**src/sv/sbtc_pkg.sv**
```systemverilog
// Shared widths, register indexes and helper constants for the braking tilt controller.
package sbtc_pkg;

    // Field widths
    localparam int POS_W   = 16;
    localparam int VEL_W   = 21;
    localparam int TILT_W  = 12;
    localparam int ANGLE_W = 11;
    localparam int GAIN_W  = 8;
    localparam int CFG_W   = 16;
    localparam int IDX_W   = 3;

    // Shared divider: dividend width, divisor width, step counter width
    localparam int DIV_W   = 24;
    localparam int DEN_W   = 16;
    localparam int CNT_W   = 5;

    // Square root: radicand width and iteration count
    localparam int RAD_W     = 32;
    localparam int SQRT_ITER = 16;

    // Configuration register indexes
    localparam logic [IDX_W-1:0] REG_EDGE_GUARD     = 3'd0;
    localparam logic [IDX_W-1:0] REG_EDGE_TILT      = 3'd1;
    localparam logic [IDX_W-1:0] REG_PIPE_LENGTH    = 3'd2;
    localparam logic [IDX_W-1:0] REG_BRAKE_ACCEL    = 3'd3;
    localparam logic [IDX_W-1:0] REG_SPEED_LIMIT    = 3'd4;
    localparam logic [IDX_W-1:0] REG_VELOCITY_GAIN  = 3'd5;
    localparam logic [IDX_W-1:0] REG_ACCEL_PER_STEP = 3'd6;
    localparam logic [IDX_W-1:0] REG_TILT_LIMIT     = 3'd7;

    // Square root starting bit
    localparam logic [RAD_W-1:0] SQRT_TOP_BIT = 32'h4000_0000;

    typedef logic [POS_W-1:0] pos_t;

endpackage

```
**src/sv/sqrt_braking_tilt_controller.sv**
```systemverilog
// Square-root braking tilt controller: sequencer around one shared sqrt/divide datapath.
// Sequence: S_IDLE accepts, S_CHECK sends an edge zone straight to S_OUT; else S_SQRT runs
// 16 square-root steps, S_LDIV one 24-step restoring division, then S_REF and S_ACC; a zero
// divisor goes to S_OUT, else S_TDIV runs a second 24-step division on the shared divider and
// then S_FIN. Requests are taken only in S_IDLE; a result that still waits at the output register holds the next one.
// Reset: asynchronous active-low; clears sequencer and output valid, loads register defaults.
module sqrt_braking_tilt_controller
    import sbtc_pkg::*;
#(
    parameter int DIST_GAIN_NUM = 4,
    parameter int DIST_GAIN_DEN = 1,
    parameter int ACCEL_LIMIT   = 50000
)
(
    input  logic                      clk,
    input  logic                      rst_n,
    input  logic                      cfg_write,
    input  logic [IDX_W-1:0]          cfg_index,
    input  logic [CFG_W-1:0]          cfg_data,
    input  logic                      in_valid,
    output logic                      in_ready,
    input  logic [POS_W-1:0]          setpoint,
    input  logic [POS_W-1:0]          ball_position,
    input  logic signed [VEL_W-1:0]   ball_velocity,
    input  logic signed [VEL_W-1:0]   integral_term,
    output logic                      out_valid,
    input  logic                      out_ready,
    output logic signed [TILT_W-1:0]  tilt_command
);

    // Sequencer states
    localparam logic [3:0] S_IDLE  = 4'd0;
    localparam logic [3:0] S_CHECK = 4'd1;
    localparam logic [3:0] S_SQRT  = 4'd2;
    localparam logic [3:0] S_LDIV  = 4'd3;
    localparam logic [3:0] S_REF   = 4'd4;
    localparam logic [3:0] S_ACC   = 4'd5;
    localparam logic [3:0] S_TDIV  = 4'd6;
    localparam logic [3:0] S_FIN   = 4'd7;
    localparam logic [3:0] S_OUT   = 4'd8;

    localparam logic [DIV_W-1:0]       LIN_GAIN = DIV_W'(DIST_GAIN_NUM);
    localparam logic [DEN_W-1:0]       LIN_DEN  = DEN_W'(DIST_GAIN_DEN);
    localparam logic signed [30:0]     ACC_LIM  = 31'(ACCEL_LIMIT);
    localparam logic [CNT_W-1:0]       SQRT_LAST = CNT_W'(SQRT_ITER - 1);
    localparam logic [CNT_W-1:0]       DIV_LAST  = CNT_W'(DIV_W - 1);

    // Configuration registers
    logic [CFG_W-1:0]   edge_guard_reg;
    logic [ANGLE_W-1:0] edge_tilt_reg;
    logic [CFG_W-1:0]   pipe_length_reg;
    logic [CFG_W-1:0]   brake_accel_reg;
    logic [CFG_W-1:0]   speed_limit_reg;
    logic [GAIN_W-1:0]  velocity_gain_reg;
    logic [CFG_W-1:0]   accel_per_step_reg;
    logic [ANGLE_W-1:0] tilt_limit_reg;

    // Control registers
    logic [3:0]       state_reg,     state_next;
    logic [CNT_W-1:0] cnt_reg,       cnt_next;
    logic             out_valid_reg, out_valid_next;

    // Payload registers
    pos_t                     tgt_reg,   tgt_next;
    pos_t                     pos_reg,   pos_next;
    logic signed [VEL_W-1:0]  vel_reg,   vel_next;
    logic signed [VEL_W-1:0]  integ_reg, integ_next;
    logic                     neg_reg,   neg_next;
    logic [RAD_W-1:0]         sq_v_reg,   sq_v_next;
    logic [RAD_W-1:0]         sq_res_reg, sq_res_next;
    logic [RAD_W-1:0]         sq_bit_reg, sq_bit_next;
    logic [DIV_W-1:0]         div_q_reg, div_q_next;
    logic [DEN_W-1:0]         div_r_reg, div_r_next;
    logic [POS_W-1:0]         brake_reg, brake_next;
    logic signed [21:0]       diff_reg,  diff_next;
    logic signed [TILT_W-1:0] res_reg,   res_next;
    logic signed [TILT_W-1:0] tilt_reg,  tilt_next;

    // Datapath intermediates
    logic signed [16:0]   far_bound;
    logic signed [16:0]   err;
    logic [POS_W-1:0]     abs_err;
    logic [RAD_W-1:0]     rad_prod;
    logic [RAD_W:0]       rad_dbl;
    logic [RAD_W:0]       sq_sum;
    logic [DEN_W-1:0]     div_den;
    logic [DEN_W:0]       div_sh;
    logic                 div_ge;
    logic [POS_W-1:0]     brake_cap;
    logic [POS_W-1:0]     ref_mag;
    logic signed [16:0]   ref_s;
    logic signed [30:0]   acc_prod;
    logic signed [30:0]   acc_sum;
    logic signed [30:0]   acc_clip;
    logic [30:0]          acc_mag;
    logic [ANGLE_W-1:0]   tilt_mag;

    assign in_ready     = (state_reg == S_IDLE);
    assign out_valid    = out_valid_reg;
    assign tilt_command = tilt_reg;

    // Edge-zone bound and position error
    assign far_bound = $signed({1'b0, pipe_length_reg}) - $signed({1'b0, edge_guard_reg});
    assign err       = $signed({1'b0, tgt_reg}) - $signed({1'b0, pos_reg});
    assign abs_err   = err[16] ? POS_W'(-err) : err[POS_W-1:0];

    // Braking radicand, saturated to 32 bits
    assign rad_prod = brake_accel_reg * abs_err;
    assign rad_dbl  = {rad_prod, 1'b0};

    // Shared square-root step
    assign sq_sum = {1'b0, sq_res_reg} + {1'b0, sq_bit_reg};

    // Shared restoring divider step
    assign div_den = (state_reg == S_LDIV) ? LIN_DEN : accel_per_step_reg;
    assign div_sh  = {div_r_reg, div_q_reg[DIV_W-1]};
    assign div_ge  = (div_sh >= {1'b0, div_den});

    // Reference speed: braking speed capped, then the smaller of it and the linear speed
    assign brake_cap = (brake_reg > speed_limit_reg) ? speed_limit_reg : brake_reg;
    assign ref_mag   = (div_q_reg < DIV_W'(brake_cap)) ? div_q_reg[POS_W-1:0] : brake_cap;
    assign ref_s     = neg_reg ? -$signed({1'b0, ref_mag}) : $signed({1'b0, ref_mag});

    // Acceleration and clamp
    assign acc_prod = 31'($signed({1'b0, velocity_gain_reg}) * diff_reg);
    assign acc_sum  = acc_prod + 31'(integ_reg);
    always_comb
    begin
        if (acc_sum > ACC_LIM)
            acc_clip = ACC_LIM;
        else if (acc_sum < -ACC_LIM)
            acc_clip = -ACC_LIM;
        else
            acc_clip = acc_sum;
    end
    assign acc_mag = acc_clip[30] ? 31'(-acc_clip) : 31'(acc_clip);

    // Tilt magnitude limit
    assign tilt_mag = (div_q_reg > DIV_W'(tilt_limit_reg)) ? tilt_limit_reg
                                                           : div_q_reg[ANGLE_W-1:0];

    // Sequencer and datapath next values
    always_comb
    begin
        state_next     = state_reg;
        cnt_next       = cnt_reg;
        out_valid_next = out_valid_reg;
        tgt_next       = tgt_reg;
        pos_next       = pos_reg;
        vel_next       = vel_reg;
        integ_next     = integ_reg;
        neg_next       = neg_reg;
        sq_v_next      = sq_v_reg;
        sq_res_next    = sq_res_reg;
        sq_bit_next    = sq_bit_reg;
        div_q_next     = div_q_reg;
        div_r_next     = div_r_reg;
        brake_next     = brake_reg;
        diff_next      = diff_reg;
        res_next       = res_reg;
        tilt_next      = tilt_reg;

        // Drop the result once taken
        if (out_valid_reg && out_ready)
            out_valid_next = 1'b0;

        unique case (state_reg)
            S_IDLE:
            begin
                // Take a new request
                if (in_valid)
                begin
                    tgt_next   = setpoint;
                    pos_next   = ball_position;
                    vel_next   = ball_velocity;
                    integ_next = integral_term;
                    state_next = S_CHECK;
                end
            end
            S_CHECK:
            begin
                // Edge zones first, else load the square root and the linear dividend
                if (pos_reg <= edge_guard_reg)
                begin
                    res_next   = $signed({1'b0, edge_tilt_reg});
                    state_next = S_OUT;
                end
                else if ($signed({1'b0, pos_reg}) >= far_bound)
                begin
                    res_next   = -$signed({1'b0, edge_tilt_reg});
                    state_next = S_OUT;
                end
                else
                begin
                    neg_next    = err[16];
                    sq_v_next   = rad_dbl[RAD_W] ? '1 : rad_dbl[RAD_W-1:0];
                    sq_res_next = '0;
                    sq_bit_next = SQRT_TOP_BIT;
                    div_q_next  = DIV_W'(abs_err) * LIN_GAIN;
                    div_r_next  = '0;
                    cnt_next    = '0;
                    state_next  = S_SQRT;
                end
            end
            S_SQRT:
            begin
                // One square-root digit per cycle
                if ({1'b0, sq_v_reg} >= sq_sum)
                begin
                    sq_v_next   = sq_v_reg - sq_sum[RAD_W-1:0];
                    sq_res_next = (sq_res_reg >> 1) + sq_bit_reg;
                end
                else
                begin
                    sq_res_next = sq_res_reg >> 1;
                end
                sq_bit_next = sq_bit_reg >> 2;
                cnt_next    = cnt_reg + 1'b1;
                if (cnt_reg == SQRT_LAST)
                begin
                    cnt_next   = '0;
                    state_next = S_LDIV;
                end
            end
            S_LDIV, S_TDIV:
            begin
                // One quotient bit per cycle on the shared divider
                div_r_next = div_ge ? DEN_W'(div_sh - {1'b0, div_den}) : div_sh[DEN_W-1:0];
                div_q_next = {div_q_reg[DIV_W-2:0], div_ge};
                cnt_next   = cnt_reg + 1'b1;
                if (state_reg == S_LDIV)
                    brake_next = sq_res_reg[POS_W-1:0];
                if (cnt_reg == DIV_LAST)
                begin
                    cnt_next   = '0;
                    state_next = (state_reg == S_LDIV) ? S_REF : S_FIN;
                end
            end
            S_REF:
            begin
                // Velocity error against the signed reference speed
                diff_next  = 22'(ref_s) - 22'(vel_reg);
                state_next = S_ACC;
            end
            S_ACC:
            begin
                // Clamp acceleration and load the rounded tilt division; a zero divisor yields a zero tilt
                neg_next   = acc_clip[30];
                div_q_next = DIV_W'(acc_mag) + DIV_W'(accel_per_step_reg >> 1);
                div_r_next = '0;
                cnt_next   = '0;
                if (accel_per_step_reg == '0)
                begin
                    res_next   = '0;
                    state_next = S_OUT;
                end
                else
                begin
                    state_next = S_TDIV;
                end
            end
            S_FIN:
            begin
                // Limit and sign the tilt
                res_next   = neg_reg ? -$signed({1'b0, tilt_mag}) : $signed({1'b0, tilt_mag});
                state_next = S_OUT;
            end
            S_OUT:
            begin
                // Hold until the output register is free
                if (!out_valid_reg || out_ready)
                begin
                    tilt_next      = res_reg;
                    out_valid_next = 1'b1;
                    state_next     = S_IDLE;
                end
            end
            default:
            begin
                state_next = S_IDLE;
            end
        endcase
    end

    // Control and configuration registers
    always_ff @(posedge clk or negedge rst_n)
    begin
        if (!rst_n)
        begin
            state_reg          <= S_IDLE;
            cnt_reg            <= '0;
            out_valid_reg      <= 1'b0;
            edge_guard_reg     <= 16'd200;
            edge_tilt_reg      <= 11'd50;
            pipe_length_reg    <= 16'd4000;
            brake_accel_reg    <= 16'd2000;
            speed_limit_reg    <= 16'd3000;
            velocity_gain_reg  <= 8'd4;
            accel_per_step_reg <= 16'd171;
            tilt_limit_reg     <= 11'd100;
        end
        else
        begin
            state_reg     <= state_next;
            cnt_reg       <= cnt_next;
            out_valid_reg <= out_valid_next;
            if (cfg_write)
            begin
                unique case (cfg_index)
                    REG_EDGE_GUARD:     edge_guard_reg     <= cfg_data;
                    REG_EDGE_TILT:      edge_tilt_reg      <= cfg_data[ANGLE_W-1:0];
                    REG_PIPE_LENGTH:    pipe_length_reg    <= cfg_data;
                    REG_BRAKE_ACCEL:    brake_accel_reg    <= cfg_data;
                    REG_SPEED_LIMIT:    speed_limit_reg    <= cfg_data;
                    REG_VELOCITY_GAIN:  velocity_gain_reg  <= cfg_data[GAIN_W-1:0];
                    REG_ACCEL_PER_STEP: accel_per_step_reg <= cfg_data;
                    REG_TILT_LIMIT:     tilt_limit_reg     <= cfg_data[ANGLE_W-1:0];
                    default:            edge_guard_reg     <= edge_guard_reg;
                endcase
            end
        end
    end

    // Datapath registers
    always_ff @(posedge clk)
    begin
        tgt_reg    <= tgt_next;
        pos_reg    <= pos_next;
        vel_reg    <= vel_next;
        integ_reg  <= integ_next;
        neg_reg    <= neg_next;
        sq_v_reg   <= sq_v_next;
        sq_res_reg <= sq_res_next;
        sq_bit_reg <= sq_bit_next;
        div_q_reg  <= div_q_next;
        div_r_reg  <= div_r_next;
        brake_reg  <= brake_next;
        diff_reg   <= diff_next;
        res_reg    <= res_next;
        tilt_reg   <= tilt_next;
    end

endmodule

```
**config.mk**
```make
export PLATFORM = sky130hd
export DESIGN_NAME = sqrt_braking_tilt_controller
export DESIGN_NICKNAME = d
export VERILOG_FILES = /design/src/sv/sbtc_pkg.sv /design/src/sv/sqrt_braking_tilt_controller.sv
export SDC_FILE = /design/constraint.sdc
export NUM_CORES = 2
export LEC_CHECK = 0
export ABC_AREA = 1
export ABC_CLOCK_PERIOD_IN_PS = 15400
export BUFFER_PORTS_ARGS = -buffer_cell sky130_fd_sc_hd__buf_2
export CAP_MARGIN = 20
export CORE_UTILIZATION = 40
export CTS_CLUSTER_DIAMETER = 150
export DETAILED_ROUTE_END_ITERATION = 6
export PLACE_DENSITY = 0.66
export SLEW_MARGIN = 25
export SYNTH_ARGS = -nofsm -noshare
export SYNTH_HDL_FRONTEND = slang
export SYNTH_SLANG_ARGS = --single-unit
```
**constraint.sdc**
```tcl
create_clock -name clk -period 15.4 [get_ports clk]
set_input_delay 2.31 -clock clk [delete_from_list [all_inputs] [get_ports clk]]
set_output_delay 2.31 -clock clk [all_outputs]
set_load 0.01 [all_outputs]
```
==> flow_summary.json <==
{
  "critPathBufInv": 7,
  "cts.sink_count": 377,
  "grt_pass1_wl_mm": 185,
  "finalSetupViolCount": 0,
  "drt_iter0_drc": 2463,
  "grt_max_degree": 67,
  "ant_nets": 0,
  "netlist_instances": 5283,
  "die_h_microns": 324,
  "report.final.slew_viol_count": 0,
  "wl_per_cell_microns": 17.3,
  "yosys.area.top_type": "edfxtp_1",
  "synthTopCellsByArea": "edfxtp_1, fa_1, ha_1",
  "syn_area_sq_um": 41500,
  "hold_buffers": 0,
  "outcome": "finished, final reports clean",
  "fp.coreArea_sq_um": 102000,
  "firstDrtPassIters": 6,
  "grt_setup_unrepaired": "false",
  "dr_wl_met3_mm": 6.45,
  "htreeDepth": 2,
  "post-cts-setup-buffers": 0,
  "cts_buffers": 47,
  "viasPerCell": 5.10,
  "grt-ovfl-total": 0,
  "syn_to_final_growth_pct": 8.76,
  "worst_pin_slew_ns": 1.11,
  "drive_gt1_share_pct": 5.49,
  "highest-signal-layer": "met5",
  "synth-seq-cells": 377,
  "grt_use_total_pct": 22.6,
  "async_flop_share_pct": 31.8,
  "ys_seq_area_share_pct": 25.9,
  "crit_required_ns": 15.82,
  "worst_slew_margin_rel_pct": 25.9,
  "fmax_ghz": 0.0992,
  "setup_tns_ns": 0,
  "finalNonFillerCells": 6746,
  "cp_max_fo": 23,
  "r2r-start": "pos_reg[0]",
  "synth.avg_cell_area_sq_um": 7.86,
  "crit_family": "adder cells",
  "hpwlAfterDp_mm": 92.5,
  "port_buffers": 111,
  "dp_cells": 6648,
  "die_x_microns": 324,
  "drc": 0,
  "cts_tree": "yes",
  "clock_skew_ns": 0.0516,
  "antenna_found_initial": 12,
  "yosys_warnings": 0,
  "cts_resized": 0,
  "start_util_pct": 40.6,
  "slowest_stage": "nand2_1",
  "wirelength_mm": 116,
  "nNetsFinal": 6201,
  "end_kind": "flip-flop",
  "fin_crit_ns": 10.08,
  "synth_edf_count": 257,
  "crit_start": "pos_reg[0]",
  "grt_pass1_vias": 34582,
  "clock_latency_ns": 0.66,
  "hold_path_class": "reg -> reg",
  "ys_types": 61,
  "num_rows": 117,
  "die_area_sq_um": 105000,
  "criticalPathCategory": "reg -> reg",
  "io_pins": 112,
  "met1_length_mm": 48.5,
  "slowest_delay_ns": 0.66,
  "gp_congestion": 0.965,
  "drv_cap": 0,
  "critical_path_arrival_ns": 10.50,
  "hold_viol": 0,
  "cts_root_buffer": "clkbuf_16",
  "wl_met2_mm": 56.5,
  "syn_nets": 6154,
  "synthFlopType": "edfxtp_1",
  "n_fill_cell": 10174,
  "start_kind": "flip-flop",
  "cts_buffer_depth": 3,
  "path_clk_slew_ns": 0.06,
  "synth_top_cell_area_share_pct": 18.6,
  "period_share_pct": 65.5,
  "vias": 34418,
  "worstHoldStart": "res_reg[2]"
}
## kinds of logic (layout without fill, tap and decap cells)
family	count (synthesis)	after routing	share of synthesized area, %
adders and majority gates	773	773	29.9
other	0	9	0
DFF	377	377	25.9
AOI/OAI and AO/OA	773	773	10.2
and+or+nand+nor	1973	1973	19.3
xor gates and xnor gates	163	163	3.46
buffers and inverters	1224	1310	11.2
## worst paths after layout
check,end,slack (ns),depth (start not counted)
setup / recovery,sq_v_reg[13],5.32,36
hold / removal,tilt_command[2],0.42,0
setup reg to reg,sq_v_reg[13],5.32,36
hold reg to reg,tilt_command[2],0.42,0
max in group asynchronous,speed_limit_reg[8],12.47,3
min in group asynchronous,pipe_length_reg[0],1.73,1
## metrics by stage
stage / worst slack (ns) / area (sq um) / hold WS, ns / utilization [%]
5_1_grt: 4.52 / 45100 / 0.438 / 44.1
3_5_place_dp: 5.43 / 43400 / 0.412 / 42.4
6_report: 5.32 / 45100 / 0.422 / 44.1
4_1_cts: 5.39 / 45100 / 0.426 / 44.1
3_3_place_gp: 5.62 / 43400 / 0.409 / 42.4
2_1_floorplan: 7.07 / 41500 / 0.400 / -
## worst reg2reg max path: cells and delay by family (launching register included)
| family | cells | cell delay, ns |
|---|---|---|
| flip-flops | 1 | 0.39 |
| AO/OA/AOI/OAI | 5 | 1.11 |
| AND/OR/NAND/NOR | 15 | 2.58 |
| XOR/XNOR | 1 | 0.38 |
| buffers and inverters | 7 | 1.35 |
| adder cells (fa/ha/maj) | 8 | 4.09 |
## cells in the mapped netlist, types with 10 or more instances
| cell | instances |
|---|---|
| a211oi_1 | 11 |
| a21oi_1 | 286 |
| buf_2 | 17 |
| clkbuf_1 | 93 |
| clkbuf_2 | 15 |
| dfrtp_1 | 86 |
| dfstp_2 | 34 |
| edfxtp_1 | 257 |
| fa_1 | 364 |
| ha_1 | 409 |
| inv_1 | 1076 |
| nand2_1 | 1279 |
| nand3_1 | 175 |
| nand3b_1 | 14 |
| nand4_1 | 48 |
| nor2_1 | 357 |
| nor3_1 | 49 |
| nor4_1 | 12 |
| o211ai_1 | 13 |
| o21ai_0 | 337 |
| o21ai_1 | 13 |
| o21bai_1 | 26 |
| o221ai_1 | 17 |
| o22ai_1 | 14 |
| o31ai_1 | 10 |
| or2_2 | 13 |
| xnor2_1 | 60 |
| xor2_1 | 102 |
## cells in the final DEF (no fill, tap or decap), types with 10 or more instances in the layout
master,synthesis,routed
a211oi_1,11,11
o221ai_1,17,17
o22ai_1,14,14
nor4_1,12,12
a21oi_1,286,285
xnor2_1,60,60
or2_2,13,13
o31ai_1,10,10
xor2_1,102,102
dfrtp_1,86,86
edfxtp_1,257,257
o21ai_0,337,337
nor2_1,357,356
nand3b_1,14,14
nand3_1,175,174
nand4_1,48,48
dfstp_2,34,34
inv_1,1076,1075
o21bai_1,26,26
fa_1,364,364
o21ai_1,13,13
ha_1,409,409
buf_2,17,110
nor3_1,49,47
clkbuf_16,0,48
o211ai_1,13,13
buf_4,2,19
nand2_1,1279,1277
## per-layer routing
metal	track usage (%)	up-vias
met1	27.8	16467
li1	-	16815
met3	3.23	229
met5	0	-
met2	39.4	901
met4	9.18	6
## final cells by class
type / instances / area, sq um / share of cell area, %
multi-input combinational: 3682 / 26100 / 57.9
sequential: 377 / 10800 / 23.8
inverter: 1090 / 4090 / 9.07
tap: 1368 / 1710 / 3.79
clock buffer: 59 / 1280 / 2.84
timing repair buffer: 132 / 763 / 1.69
clock inverter: 29 / 379 / 0.840
antenna: 9 / 22.5 / 0.0499
Power is not shown: default switching activity piles up to over one toggle a cycle in this logic, so the estimate is an artifact.
